<file path="src/rtl/etfk_pkg.sv">
// Shared types, constants and register codes of the escape-time fractal kernel.
package etfk_pkg;

  localparam int unsigned FRAC_BITS_DEF = 27;
  localparam int unsigned COORD_W       = 32;
  localparam int unsigned PROD_W        = 2 * COORD_W;
  localparam int unsigned COUNT_W       = 8;
  localparam int unsigned GLYPH_W       = 9;

  // Multiply, scale, add c, square and compare: one lap of the ring per iteration.
  localparam int unsigned RING_DEPTH    = 5;
  localparam int unsigned TAG_W         = $clog2(RING_DEPTH) + 1;

  localparam int unsigned CFG_IDX_W     = 3;
  localparam int unsigned CFG_DATA_W    = 32;

  typedef logic signed [COORD_W-1:0] coord_t;

  typedef enum logic [CFG_IDX_W-1:0] {
    CFG_FRACTAL_MODE    = 3'd0,
    CFG_ITERATION_LIMIT = 3'd1,
    CFG_JULIA_C_REAL    = 3'd2,
    CFG_JULIA_C_IMAG    = 3'd3,
    CFG_GLYPH_OFFSET    = 3'd4
  } cfg_index_t;

  localparam logic               FRACTAL_MODE_RST    = 1'b0;
  localparam logic [COUNT_W-1:0] ITERATION_LIMIT_RST = 8'd32;
  localparam coord_t             JULIA_C_REAL_RST    = -32'sd335544320;
  localparam coord_t             JULIA_C_IMAG_RST    = 32'sd44829000;
  localparam logic [COUNT_W-1:0] GLYPH_OFFSET_RST    = 8'd32;

  typedef struct packed {
    logic signed [COORD_W-1:0] point_real;
    logic signed [COORD_W-1:0] point_imag;
  } in_item_t;

  typedef struct packed {
    logic [COUNT_W-1:0] escape_count;
    logic               trapped;
    logic [GLYPH_W-1:0] glyph_code;
  } out_item_t;

  // Control that travels with each point around the iteration ring.
  typedef struct packed {
    logic               valid;
    logic               done;
    logic               escaped;
    logic [TAG_W-1:0]   tag;
    logic [COUNT_W-1:0] count;
  } iter_ctl_t;

endpackage

</file>
<file path="src/rtl/etfk_fold.sv">
// Ring stages two and three: floor-scale the products, then add c.
module etfk_fold import etfk_pkg::*; #(
  parameter  int unsigned FRAC_BITS = FRAC_BITS_DEF,
  localparam int unsigned ZW_W      = PROD_W + 2 - FRAC_BITS
) (
  input  logic                     clk,
  input  logic                     rst_n,
  input  iter_ctl_t                ctl_i,
  input  coord_t                   cr_i,
  input  coord_t                   ci_i,
  input  logic signed [PROD_W-1:0] prr_i,
  input  logic signed [PROD_W-1:0] pii_i,
  input  logic signed [PROD_W-1:0] pri_i,
  output iter_ctl_t                ctl_o,
  output coord_t                   cr_o,
  output coord_t                   ci_o,
  output logic signed [ZW_W-1:0]   zrw_o,
  output logic signed [ZW_W-1:0]   ziw_o
);

  iter_ctl_t                ctl2_r, ctl3_r;
  coord_t                   cr2_r, ci2_r, cr3_r, ci3_r;
  logic signed [PROD_W-1:0] diff;
  logic signed [ZW_W-1:0]   sr_nxt, si_nxt, sr_r, si_r;
  logic signed [ZW_W-1:0]   zrw_nxt, ziw_nxt, zrw_r, ziw_r;

  // Arithmetic right shift of a signed value rounds toward minus infinity.
  always_comb begin
    diff   = prr_i - pii_i;
    sr_nxt = ZW_W'(diff >>> FRAC_BITS);
    si_nxt = ZW_W'(pri_i >>> (FRAC_BITS - 1));
  end

  always_comb begin
    zrw_nxt = sr_r + ZW_W'(cr2_r);
    ziw_nxt = si_r + ZW_W'(ci2_r);
  end

  always_ff @(posedge clk) begin
    if (!rst_n) begin
      ctl2_r <= '0;
      ctl3_r <= '0;
    end else begin
      ctl2_r <= ctl_i;
      ctl3_r <= ctl2_r;
    end
  end

  always_ff @(posedge clk) begin
    cr2_r <= cr_i;
    ci2_r <= ci_i;
    sr_r  <= sr_nxt;
    si_r  <= si_nxt;
    cr3_r <= cr2_r;
    ci3_r <= ci2_r;
    zrw_r <= zrw_nxt;
    ziw_r <= ziw_nxt;
  end

  assign ctl_o = ctl3_r;
  assign cr_o  = cr3_r;
  assign ci_o  = ci3_r;
  assign zrw_o = zrw_r;
  assign ziw_o = ziw_r;

endmodule

</file>
<file path="config.mk">
export PLATFORM = sky130hd
export DESIGN_NAME = etfk_fold
export DESIGN_NICKNAME = d
export VERILOG_FILES = /design/src/rtl/etfk_pkg.sv /design/src/rtl/etfk_fold.sv
export SDC_FILE = /design/constraint.sdc
export NUM_CORES = 1
export LEC_CHECK = 0
export BUFFER_PORTS_ARGS = -buffer_cell sky130_fd_sc_hd__buf_2
export CELL_PAD_IN_SITES_DETAIL_PLACEMENT = 0
export CELL_PAD_IN_SITES_GLOBAL_PLACEMENT = 1
export CORE_MARGIN = 1
export CORE_UTILIZATION = 38
export DETAILED_ROUTE_END_ITERATION = 8
export PLACE_DENSITY_LB_ADDON = 0.1
export SYNTH_ARGS = -nofsm -noshare
export SYNTH_HDL_FRONTEND = slang
export SYNTH_SLANG_ARGS = --single-unit
</file>
<file path="constraint.sdc">
create_clock -name clk -period 3.3 [get_ports clk]
set_input_delay 0.495 -clock clk [delete_from_list [all_inputs] [get_ports clk]]
set_output_delay 0.495 -clock clk [all_outputs]
set_load 0.03 [all_outputs]
</file>
# Yosys cells after proc, flatten, opt, wreduce, memory -nomap -nowiden
# Cells that the tools add are included.
totals:
  out_inout_bits: 157
  regBits: 311
  input_bits: 273
op_classes:
  n_addsub: 3
op_table:
  columns: ["op", "n"]
  rows:
  - ["subtractor 64 bit", 1]
  - ["adder 38 x 32 -> 39 bit", 1]
  - ["adder 37 x 32 -> 38 bit", 1]

# Longest topological paths before layout
# Gate-level depths: netlist (run 1).
depth:
  ltp_word: 1
  depth_mapped: 13
  ltp_nobuf: 13

# Worst setup path before layout (run 1)
# Ideal clock, no wire load.
synth_path:
  path_kind: "in2reg"
  start: "input pii_i[15]"
  end: "register sr_r[36] (netlist name)"
  setup_slack_ns: 0.383
  setup_ns: 0.120
  t_arrival_ns: 2.797
  t_required_ns: 3.180
  stages: 12
  cell_sequence: "inv_1 -> ha_1 -> and4_1 -> and3_4 -> a41oi_1 -> o21ai_1 -> a41oi_2 -> o41ai_4 -> a31oi_4 -> o41ai_4 -> a311o_1 -> xnor2_1"
synth_via:
  elab_chain_cells: 1
synth_lines:
  columns: ["item", "line_no", "rtl"]
  rows:
  - ["start: declaration", "etfk_fold.sv:12", "input logic signed [PROD_W-1:0] pii_i,"]
  - ["subtractor 64 bit", "etfk_fold.sv:29", "diff = prr_i - pii_i;"]
  - ["named net diff[63]", "etfk_fold.sv:23", "logic signed [PROD_W-1:0] diff;"]
# The timed path passes the listed nets, and every way through them passes these cells.
# A chain may end at the register's enable or synchronous reset.

# Worst setup path after layout (run 1)
layout_path:
  start: "register cr2_r[0]"
  end: "register zrw_r[30] (netlist: zrw_o[30])"
layout_via:
  elab_chain_cells: 1
layout_lines:
  columns: ["item", "line_no", "rtl"]
  rows:
  - ["start: declaration", "etfk_fold.sv:22", "coord_t cr2_r, ci2_r, cr3_r, ci3_r;"]
  - ["start signal: assignment", "etfk_fold.sv:50", "cr2_r <= cr_i;"]
  - ["adder 37 x 32 -> 38 bit", "etfk_fold.sv:35", "zrw_nxt = sr_r + ZW_W'(cr2_r);"]
  - ["named net zrw_nxt[30]", "etfk_fold.sv:25", "logic signed [ZW_W-1:0] zrw_nxt, ziw_nxt, zrw_r, ziw_r;"]
  - ["end signal: assignment", "etfk_fold.sv:56", "zrw_r <= zrw_nxt;"]
  - ["end: declaration", "etfk_fold.sv:25", null]
# The timed path passes the listed nets, and every way through them passes these cells.

==> out/results.tsv, run 1 <==
metric	value	unit
fin_area	18010	um^2
post_cts_buffers	0	
min_period	3.119	ns
clockRootBuffer	clkbuf_16	
overflow	0	
required	3.76	ns
synth_seq_area_share	44.23	%
postRouteAntennaNets	0	
timing.final.crit_share	94.51	%
async_flop_share	0	%
finClkSkew	0.03116	ns
fin_ws	0.1811	ns
dp_slack	-0.1162	ns
die_area	37690	um^2
num_rows	70	
die_h	194.1	um
port-buffer-count	403	
slew_viol_final	0	
post_drt_wl_per_cell	15.79	um
final_common_cell	buf_2	
drc	0	
synth_edf_count	0	
crit_type	reg2reg	
placed_area	16800	um^2
clk_path_buf_depth	3	
tightest_slew	0.4746	ns
ys_types	69	
netlist_instances	1484	
cts_tree	built	
max_freq	320.6	MHz
vias	12000	
cts_buffers	35	
holdWs	0.05125	ns
cp-start-kind	flop	
coreArea	36430	um^2
worstHoldPathCells	1	
grt_usage	19.97	%
worst-path-max-fanout	4	
r2r_setup_slack	0.18	ns
min_to	si_r[20]$_DFF_P_	
ys_warn_count	0	
clk_latency	0.54	ns
gp_congestion	0.8915	
syn_nets	1896	
clk_pin_slew	0.06	ns
grt_pass1_wl	60440	um
ir_drop	0.3211	mV
arrival	3.58	ns
drive_gt1_share	27.04	%
viasPerCell	4.956	
setup_violations	0	
p_per_area	678.1	nW/um^2
clock-sinks	310	
setup.worst_path.end_class	flop	
final_cell_mix	buf_2, dfxtp_1, a21oi_1	
status	complete, no violations	
drt_pass1_iterations	5	
wirelength	38250	um
grt_start_max_net_pins	31	
r2r-start	cr2_r[0]$_DFF_P_	
rr_worst_depth	13	
fin_nets	2339	
rsz0062_at_grt	no	
hold_path_class	in2reg	
grt_pass1_vias	11880	
first_iter_violations	513	
setup_tns	0	ns
ys_ff_latch	310	
htree_levels	2	
area_growth	28.39	%
min_from	pri_i[46]	
hpwl	31150	um
yosys_most_used_dff	dfxtp_1	
die_x	194.1	um
max_cap_violations	0	
pin_count	430	
leakagePower	8.794	nW
antenna_found_initial	2	
start_util	38.51	%
worstReg2RegEnd	zrw_o[30]$_DFF_P_	
hold_viol	0	
syn-cell-area	14030	um^2
synth_area_per_cell	9.454	um^2
slew_headroom	67.54	%
==> worst max-delay path: stages, from the launching register on <==
cell	delay, ns
dfxtp_1	0.31
ha_1	0.22
inv_1	0.07
fa_1	0.22
nor2b_1	0.06
o21ai_1	0.16
a21boi_1	0.13
o31ai_2	0.38
o31ai_1	0.17
o31ai_1	0.45
a31oi_2	0.22
a41o_1	0.33
a31oi_1	0.21
xnor2_1	0.14
==> metal layers <==
layer  global-route usage [%]  up-vias  share of wire [%]
met5                        0        -              0.037
met4                    7.172        2                2.7
met3                    4.122       68                5.4
met2                    33.87      326                 47
met1                    24.97     5470                 45
li1                         -     6137                  -
==> sequential cells by signal, indices dropped and copies added, names as in the netlist, 32 cells and up <==
signal  flops
ziw_o      39
zrw_o      38
cr2_r      32
cr_o       32
si_r       38
sr_r       37
ci2_r      32
ci_o       32
==> power breakdown <==
| part | switching [W] | internal (W) | leakage [nW] | total (W) |
|---|---|---|---|---|
| Sequential | 0.000178 | 0.00433 | 2.61 | 0.00450 |
| Clock | 0.00159 | 0.00233 | 0.563 | 0.00392 |
| Combinational | 0.00241 | 0.00139 | 5.62 | 0.00379 |
| Total | 0.00417 | 0.00804 | 8.79 | 0.0122 |
==> cell type report <==
| cell class | count | area [um^2] |
|---|---|---|
| flip-flops and latches | 310 | 6206 |
| well taps | 468 | 585.6 |
| clock inverters | 19 | 216.5 |
| diodes | 1 | 2.502 |
| fillers | 3572 | 18420 |
| multi-input cells | 1027 | 7292 |
| inverters | 105 | 394.1 |
| clock buffers | 44 | 960.9 |
| repair buffers | 448 | 2355 |
==> synth_stat cells, types with 17 or more instances <==
library cell / n / area share, %
a21o_1: 76 / 4.1
a21oi_1: 147 / 5.2
and2_1: 33 / 1.5
clkbuf_1: 40 / 1.1
dfxtp_1: 310 / 44
ha_1: 137 / 12
inv_1: 105 / 2.8
nand2_1: 81 / 2.2
nand2b_1: 19 / 0.85
nand3_1: 29 / 1.0
nand4_1: 31 / 1.4
nor2_1: 67 / 1.8
nor2b_1: 22 / 0.98
nor3_1: 22 / 0.78
o21ai_0: 66 / 2.4
o21ai_1: 17 / 0.61
o21bai_1: 20 / 1.1
xnor2_1: 71 / 4.4
xor2_1: 30 / 1.9
==> logic make-up after synthesis <==
group	after synthesis	share of synthesized area (%)
AND/OR/NAND/NOR	349	12.83
XOR/XNOR	101	6.305
adder cells (fa/ha/maj)	139	12.50
multiplexers	1	0.08026
buffers and inverters	147	3.986
AO/OA/AOI/OAI	437	20.06
flip-flops	310	44.23
==> worst max-delay path by stage <==
| stage | end | start | slack [ns] | depth (start not counted) |
|---|---|---|---|---|
| after floorplan | sr_r[36]$_DFF_P_ | pii_i[15] | 0.38 | 12 |
| after global placement | sr_r[36]$_DFF_P_ | prr_i[2] | -0.09 | 12 |
| after detailed placement | sr_r[36]$_DFF_P_ | prr_i[2] | -0.12 | 12 |
| after CTS | ziw_o[38]$_DFF_P_ | si_r[0]$_DFF_P_ | 0.09 | 13 |
| after global routing | ziw_o[35]$_DFF_P_ | ci2_r[4]$_DFF_P_ | 0.02 | 12 |
| final | zrw_o[30]$_DFF_P_ | cr2_r[0]$_DFF_P_ | 0.18 | 13 |
==> metrics by stage <==
| stage | total power, W | instances | util (%) |
|---|---|---|---|
| 4_1_cts | 0.01236 | 2421 | 49.35 |
| 6_report | 0.01221 | 2422 | 49.44 |
| 3_3_place_gp | 0.008365 | 2358 | 46.12 |
| 2_1_floorplan | 0.007157 | 1484 | - |
| 5_1_grt | 0.01287 | 2421 | 49.43 |
| 3_5_place_dp | 0.008377 | 2358 | 46.12 |
==> timing repair <==
action / in CTS / in global routing
resized for setup: 0 / 5
endpoints found under the setup margin: 0 / 6
hold buffers: 0 / 0
(Power assumes the default switching activity.)
==> inputs of run 2 (changes only) <==
--- a/config.mk
+++ b/config.mk
@@ -11,6 +11,7 @@
 export CORE_MARGIN = 1
 export CORE_UTILIZATION = 38
 export DETAILED_ROUTE_END_ITERATION = 8
+export HOLD_SLACK_MARGIN = 0.06
 export PLACE_DENSITY_LB_ADDON = 0.1
 export SYNTH_ARGS = -nofsm -noshare
 export SYNTH_HDL_FRONTEND = slang
==> out/results.tsv, run 2 (synthesis gave the netlist of run 1 again) <==
metric	value	unit
status	complete, no violations	
p_per_area	648.9	nW/um^2
clk_pin_slew	0.05	ns
grt_pass1_vias	12390	
viasPerCell	4.915	
r2r_setup_slack	0.20	ns
antenna_found_initial	1	
required	3.76	ns
drc	0	
dp_cells	2358	
drt_pass1_iterations	5	
clock-sinks	310	
grt_start_max_net_pins	31	
fin_nets	2435	
port-buffer-count	403	
min_period	3.104	ns
start_util	38.51	%
slew_viol_final	0	
fin_cells	2518	
final_cell_mix	buf_2, dfxtp_1, a21oi_1	
setup_violations	0	
arrival	3.56	ns
first_iter_violations	477	
vias	12380	
r2r-start	cr2_r[0]$_DFF_P_	
largest_reg_flops	39	
gp_congestion	0.8915	
post-route-util	52.07	%
hpwl	31150	um
worstHoldPathCells	1	
final_common_cell	buf_2	
area_growth	35.24	%
wirelength	39260	um
ir_drop	0.3209	mV
clk_path_buf_depth	3	
min_to	cr2_r[2]$_DFF_P_	
clockRootBuffer	clkbuf_16	
min_from	cr_i[2]	
postRouteAntennaNets	0	
die_x	194.1	um
max_freq	322.2	MHz
cts_tree	built	
timing.final.crit_share	94.05	%
hold_path_class	in2reg	
rsz0062_at_grt	no	
pin_count	430	
rr_worst_depth	13	
post_cts_buffers	0	
grt_pass1_wl	62270	um
drive_gt1_share	25.77	%
worst-path-max-fanout	4	
cts_buffers	35	
leakagePower	9.195	nW
clk_latency	0.54	ns
nFillCells	3467	
die_h	194.1	um
total_power	0.01231	W
crit_type	reg2reg	
cp-start-kind	flop	
post_drt_wl_per_cell	15.59	um
overflow	0	
setup.worst_path.end_class	flop	
htree_levels	2	
hold_viol	0	
coreArea	36430	um^2
finClkSkew	0.02990	ns
setup_tns	0	ns
tightest_slew	0.4746	ns
die_area	37690	um^2
max_cap_violations	0	
grt_usage	20.48	%
num_rows	70	
slew_headroom	67.54	%
worstReg2RegEnd	zrw_o[30]$_DFF_P_	
-- run 2: cell count changes in the layout (fill, tap and decap cells not counted), sizes merged --
cell	delta
dlygate4sd3	+96
-- run 2: layout make-up --
class	instances	area (um^2)	share of cell area (%)
flip-flops and latches	310	6206	32.71
repair buffers	544	3316	17.48
well taps	468	585.6	3.086
clock inverters	19	216.5	1.141
clock buffers	44	960.9	5.065
multi-input cells	1027	7292	38.43
inverters	105	394.1	2.077
diodes	1	2.502	0.01319
-- run 2: what timing repair did --
| action | in CTS | in global routing |
|---|---|---|
| gates resized for setup | 0 | 5 |
| setup endpoints to repair | 0 | 6 |
| hold buffers | 96 | 0 |
| endpoints found under the hold margin | 96 | 0 |
-- run 2: critical path: stages, from the launching register on --
cell and delay, ns:
dfxtp_1 0.31, ha_1 0.22, inv_1 0.07, fa_1 0.22, nor2b_1 0.06, o21ai_1 0.16
a21boi_1 0.13, o31ai_2 0.38, o31ai_1 0.17, o31ai_1 0.45, a31oi_2 0.21, a41o_1 0.32
a31oi_1 0.21, xnor2_1 0.14
-- run 2: layer usage --
metal,wire (um),global-route usage (%),vias to the layer above
met3,2207,4.192,68
met5,0,0,-
met4,1008,7.113,0
met2,18410,35.12,341
met1,17630,25.39,5631
li1,-,-,6336
-- run 2: stage by stage --
stage	setup WS [ns]	hold slack [ns]	instance area (um^2)
detailed placement	-0.1162	0.3480	16800
CTS	0.09192	0.06443	18940
global route	0.01554	0.07275	18970
floorplan	0.3830	0.3345	14030
finish	0.1964	0.09367	18970
global placement	-0.09243	0.3394	16800
-- run 2: how the worst max path moves through the flow --
stage	from	end	slack, ns	cells past startpoint
2_1_floorplan	pii_i[15]	sr_r[36]$_DFF_P_	0.38	12
3_3_place_gp	prr_i[2]	sr_r[36]$_DFF_P_	-0.09	12
3_5_place_dp	prr_i[2]	sr_r[36]$_DFF_P_	-0.12	12
4_1_cts	si_r[0]$_DFF_P_	ziw_o[38]$_DFF_P_	0.09	13
5_1_grt	ci2_r[4]$_DFF_P_	ziw_o[35]$_DFF_P_	0.02	12
6_report	cr2_r[0]$_DFF_P_	zrw_o[30]$_DFF_P_	0.20	13
-- run 2: power by group --
part / internal, W / leakage [nW] / total [W] / switching [W]
combinational: 0.00146 / 6.02 / 0.00389 / 0.00243
sequential: 0.00433 / 2.61 / 0.00451 / 0.000179
clock: 0.00233 / 0.563 / 0.00392 / 0.00159
==> inputs of run 3 (changes only) <==
--- a/config.mk
+++ b/config.mk
@@ -11,6 +11,7 @@
 export CORE_MARGIN = 1
 export CORE_UTILIZATION = 38
 export DETAILED_ROUTE_END_ITERATION = 8
+export GPL_TIMING_DRIVEN = 0
 export HOLD_SLACK_MARGIN = 0.06
 export PLACE_DENSITY_LB_ADDON = 0.1
 export SYNTH_ARGS = -nofsm -noshare
==> constraint.sdc (replaced) <==
create_clock -name clk -period 3.4 [get_ports clk]
set_input_delay 0.51 -clock clk [delete_from_list [all_inputs] [get_ports clk]]
set_output_delay 0.51 -clock clk [all_outputs]
set_load 0.03 [all_outputs]
==> out/results.tsv, run 3 (synthesis gave the netlist of run 1 again) <==
metric	value	unit
final_common_cell	buf_2	
hold_path_class	in2reg	
hpwl	30760	um
wirelength	38320	um
setup_violations	0	
holdWs	0.08933	ns
arrival	3.54	ns
gp_congestion	0.8716	
drc	0	
drive_gt1_share	24.20	%
cts_buffers	35	
grt_pass1_wl	61040	um
multi_input_area	7307	um^2
max_cap_violations	0	
num_rows	70	
clk_latency	0.52	ns
cts_tree	built	
grt_pass1_vias	12010	
max_freq	318.3	MHz
overflow	0	
antenna_found_initial	2	
die_x	194.1	um
timing.final.crit_share	92.40	%
grt_start_max_net_pins	16	
crit_type	reg2reg	
ir_drop	0.3149	mV
htree_levels	2	
worstHoldPathCells	1	
die_h	194.1	um
area_growth	31.77	%
clk_pin_slew	0.06	ns
cp-start-kind	flop	
start_util	38.51	%
post_cts_buffers	0	
post_drt_wl_per_cell	15.45	um
rr_worst_depth	13	
die_area	37690	um^2
diodes	0	
p_per_area	639.8	nW/um^2
min_period	3.141	ns
final_cell_mix	buf_2, dfxtp_1, a21oi_1	
final-seq-area	6206	um^2
worst-path-max-fanout	4	
clk_path_buf_depth	3	
status	complete, no violations	
largest_reg_flops	39	
slew_headroom	43.56	%
finClkSkew	0.01113	ns
slew_viol_final	0	
clock-sinks	310	
vias	12050	
hold_viol	0	
leakagePower	8.924	nW
postRouteAntennaNets	0	
fin_nets	2400	
required	3.80	ns
setup.worst_path.end_class	flop	
nFillCells	3519	
rsz0062_at_grt	no	
grt_usage	20.10	%
tightest_slew	0.8348	ns
drt_pass1_iterations	5	
pin_count	430	
clockRootBuffer	clkbuf_16	
port-buffer-count	402	
viasPerCell	4.857	
total_power	0.01183	W
coreArea	36430	um^2
first_iter_violations	514	
-- run 3: cell count changes in the layout (fill, tap and decap cells not counted), moves of 2 or more --
cell and change:
buf_4 -43, clkbuf_1 +37, clkinv_4 +2, clkinvlp_4 -5
dlygate4sd3_1 -31, inv_8 +3
-- run 3: worst max-delay path, stage by stage (launching register included) --
cell      delay [ns]
dfxtp_1         0.33
ha_1            0.19
inv_1           0.07
fa_1            0.41
nor2b_1         0.13
o21ai_1         0.10
a211oi_2        0.34
o21ai_1         0.17
a31oi_2         0.24
a31oi_1         0.22
o21ai_2         0.25
a21boi_1        0.16
nor4b_2         0.32
o22ai_1         0.10
-- run 3: power by group --
part	internal, W	switching (W)	total, W	leakage, nW
Sequential	0.00420	0.000166	0.00436	2.61
Clock	0.00225	0.00154	0.00379	0.582
Combinational	0.00133	0.00234	0.00368	5.73
-- run 3: stage by stage --
stage	setup slack [ns]	TNS (ns)	cells	area [um^2]	utilization (%)
after floorplan	0.4680	0	1484	14030	-
after global placement	-0.1886	-0.7808	2354	16630	45.64
after detailed placement	-0.1785	-0.7437	2354	16630	45.64
after CTS	0.05950	0	2480	18460	50.65
after global routing	0.004900	0	2480	18490	50.74
final	0.2585	0	2480	18490	50.74
-- run 3: final timing paths --
kind	start	to	slack [ns]
setup / recovery	ci2_r[0]$_DFF_P_	ziw_o[38]$_DFF_P_	0.26
hold / removal	cr_i[19]	cr2_r[19]$_DFF_P_	0.09
setup reg to reg	ci2_r[0]$_DFF_P_	ziw_o[38]$_DFF_P_	0.26
hold reg to reg	ci2_r[9]$_DFF_P_	ci_o[9]$_DFF_P_	0.36
-- run 3: layout make-up --
class / count / share of cell area [%]
plain buffers: 42 / 0.8934
clock buffers: 41 / 5.076
clock inverters: 20 / 1.232
inverters: 105 / 2.132
multi-input cells: 1027 / 39.53
flip-flops and latches: 310 / 33.57
well taps: 468 / 3.168
repair buffers: 467 / 14.40
-- run 3: layer usage --
| metal | vias up | routed length (um) | track usage (%) |
|---|---|---|---|
| met5 | - | 0 | 0 |
| li1 | 6267 | - | - |
| met1 | 5387 | 17520 | 25.54 |
| met3 | 53 | 2079 | 3.792 |
| met2 | 339 | 17860 | 34.28 |
| met4 | 0 | 865 | 6.290 |
-- run 3: what timing repair did --
action                     in CTS  in global routing
hold endpoints to repair       65                  0
setup endpoints to repair       2                  5
gates resized for setup         2                  6
hold buffers                   65                  0
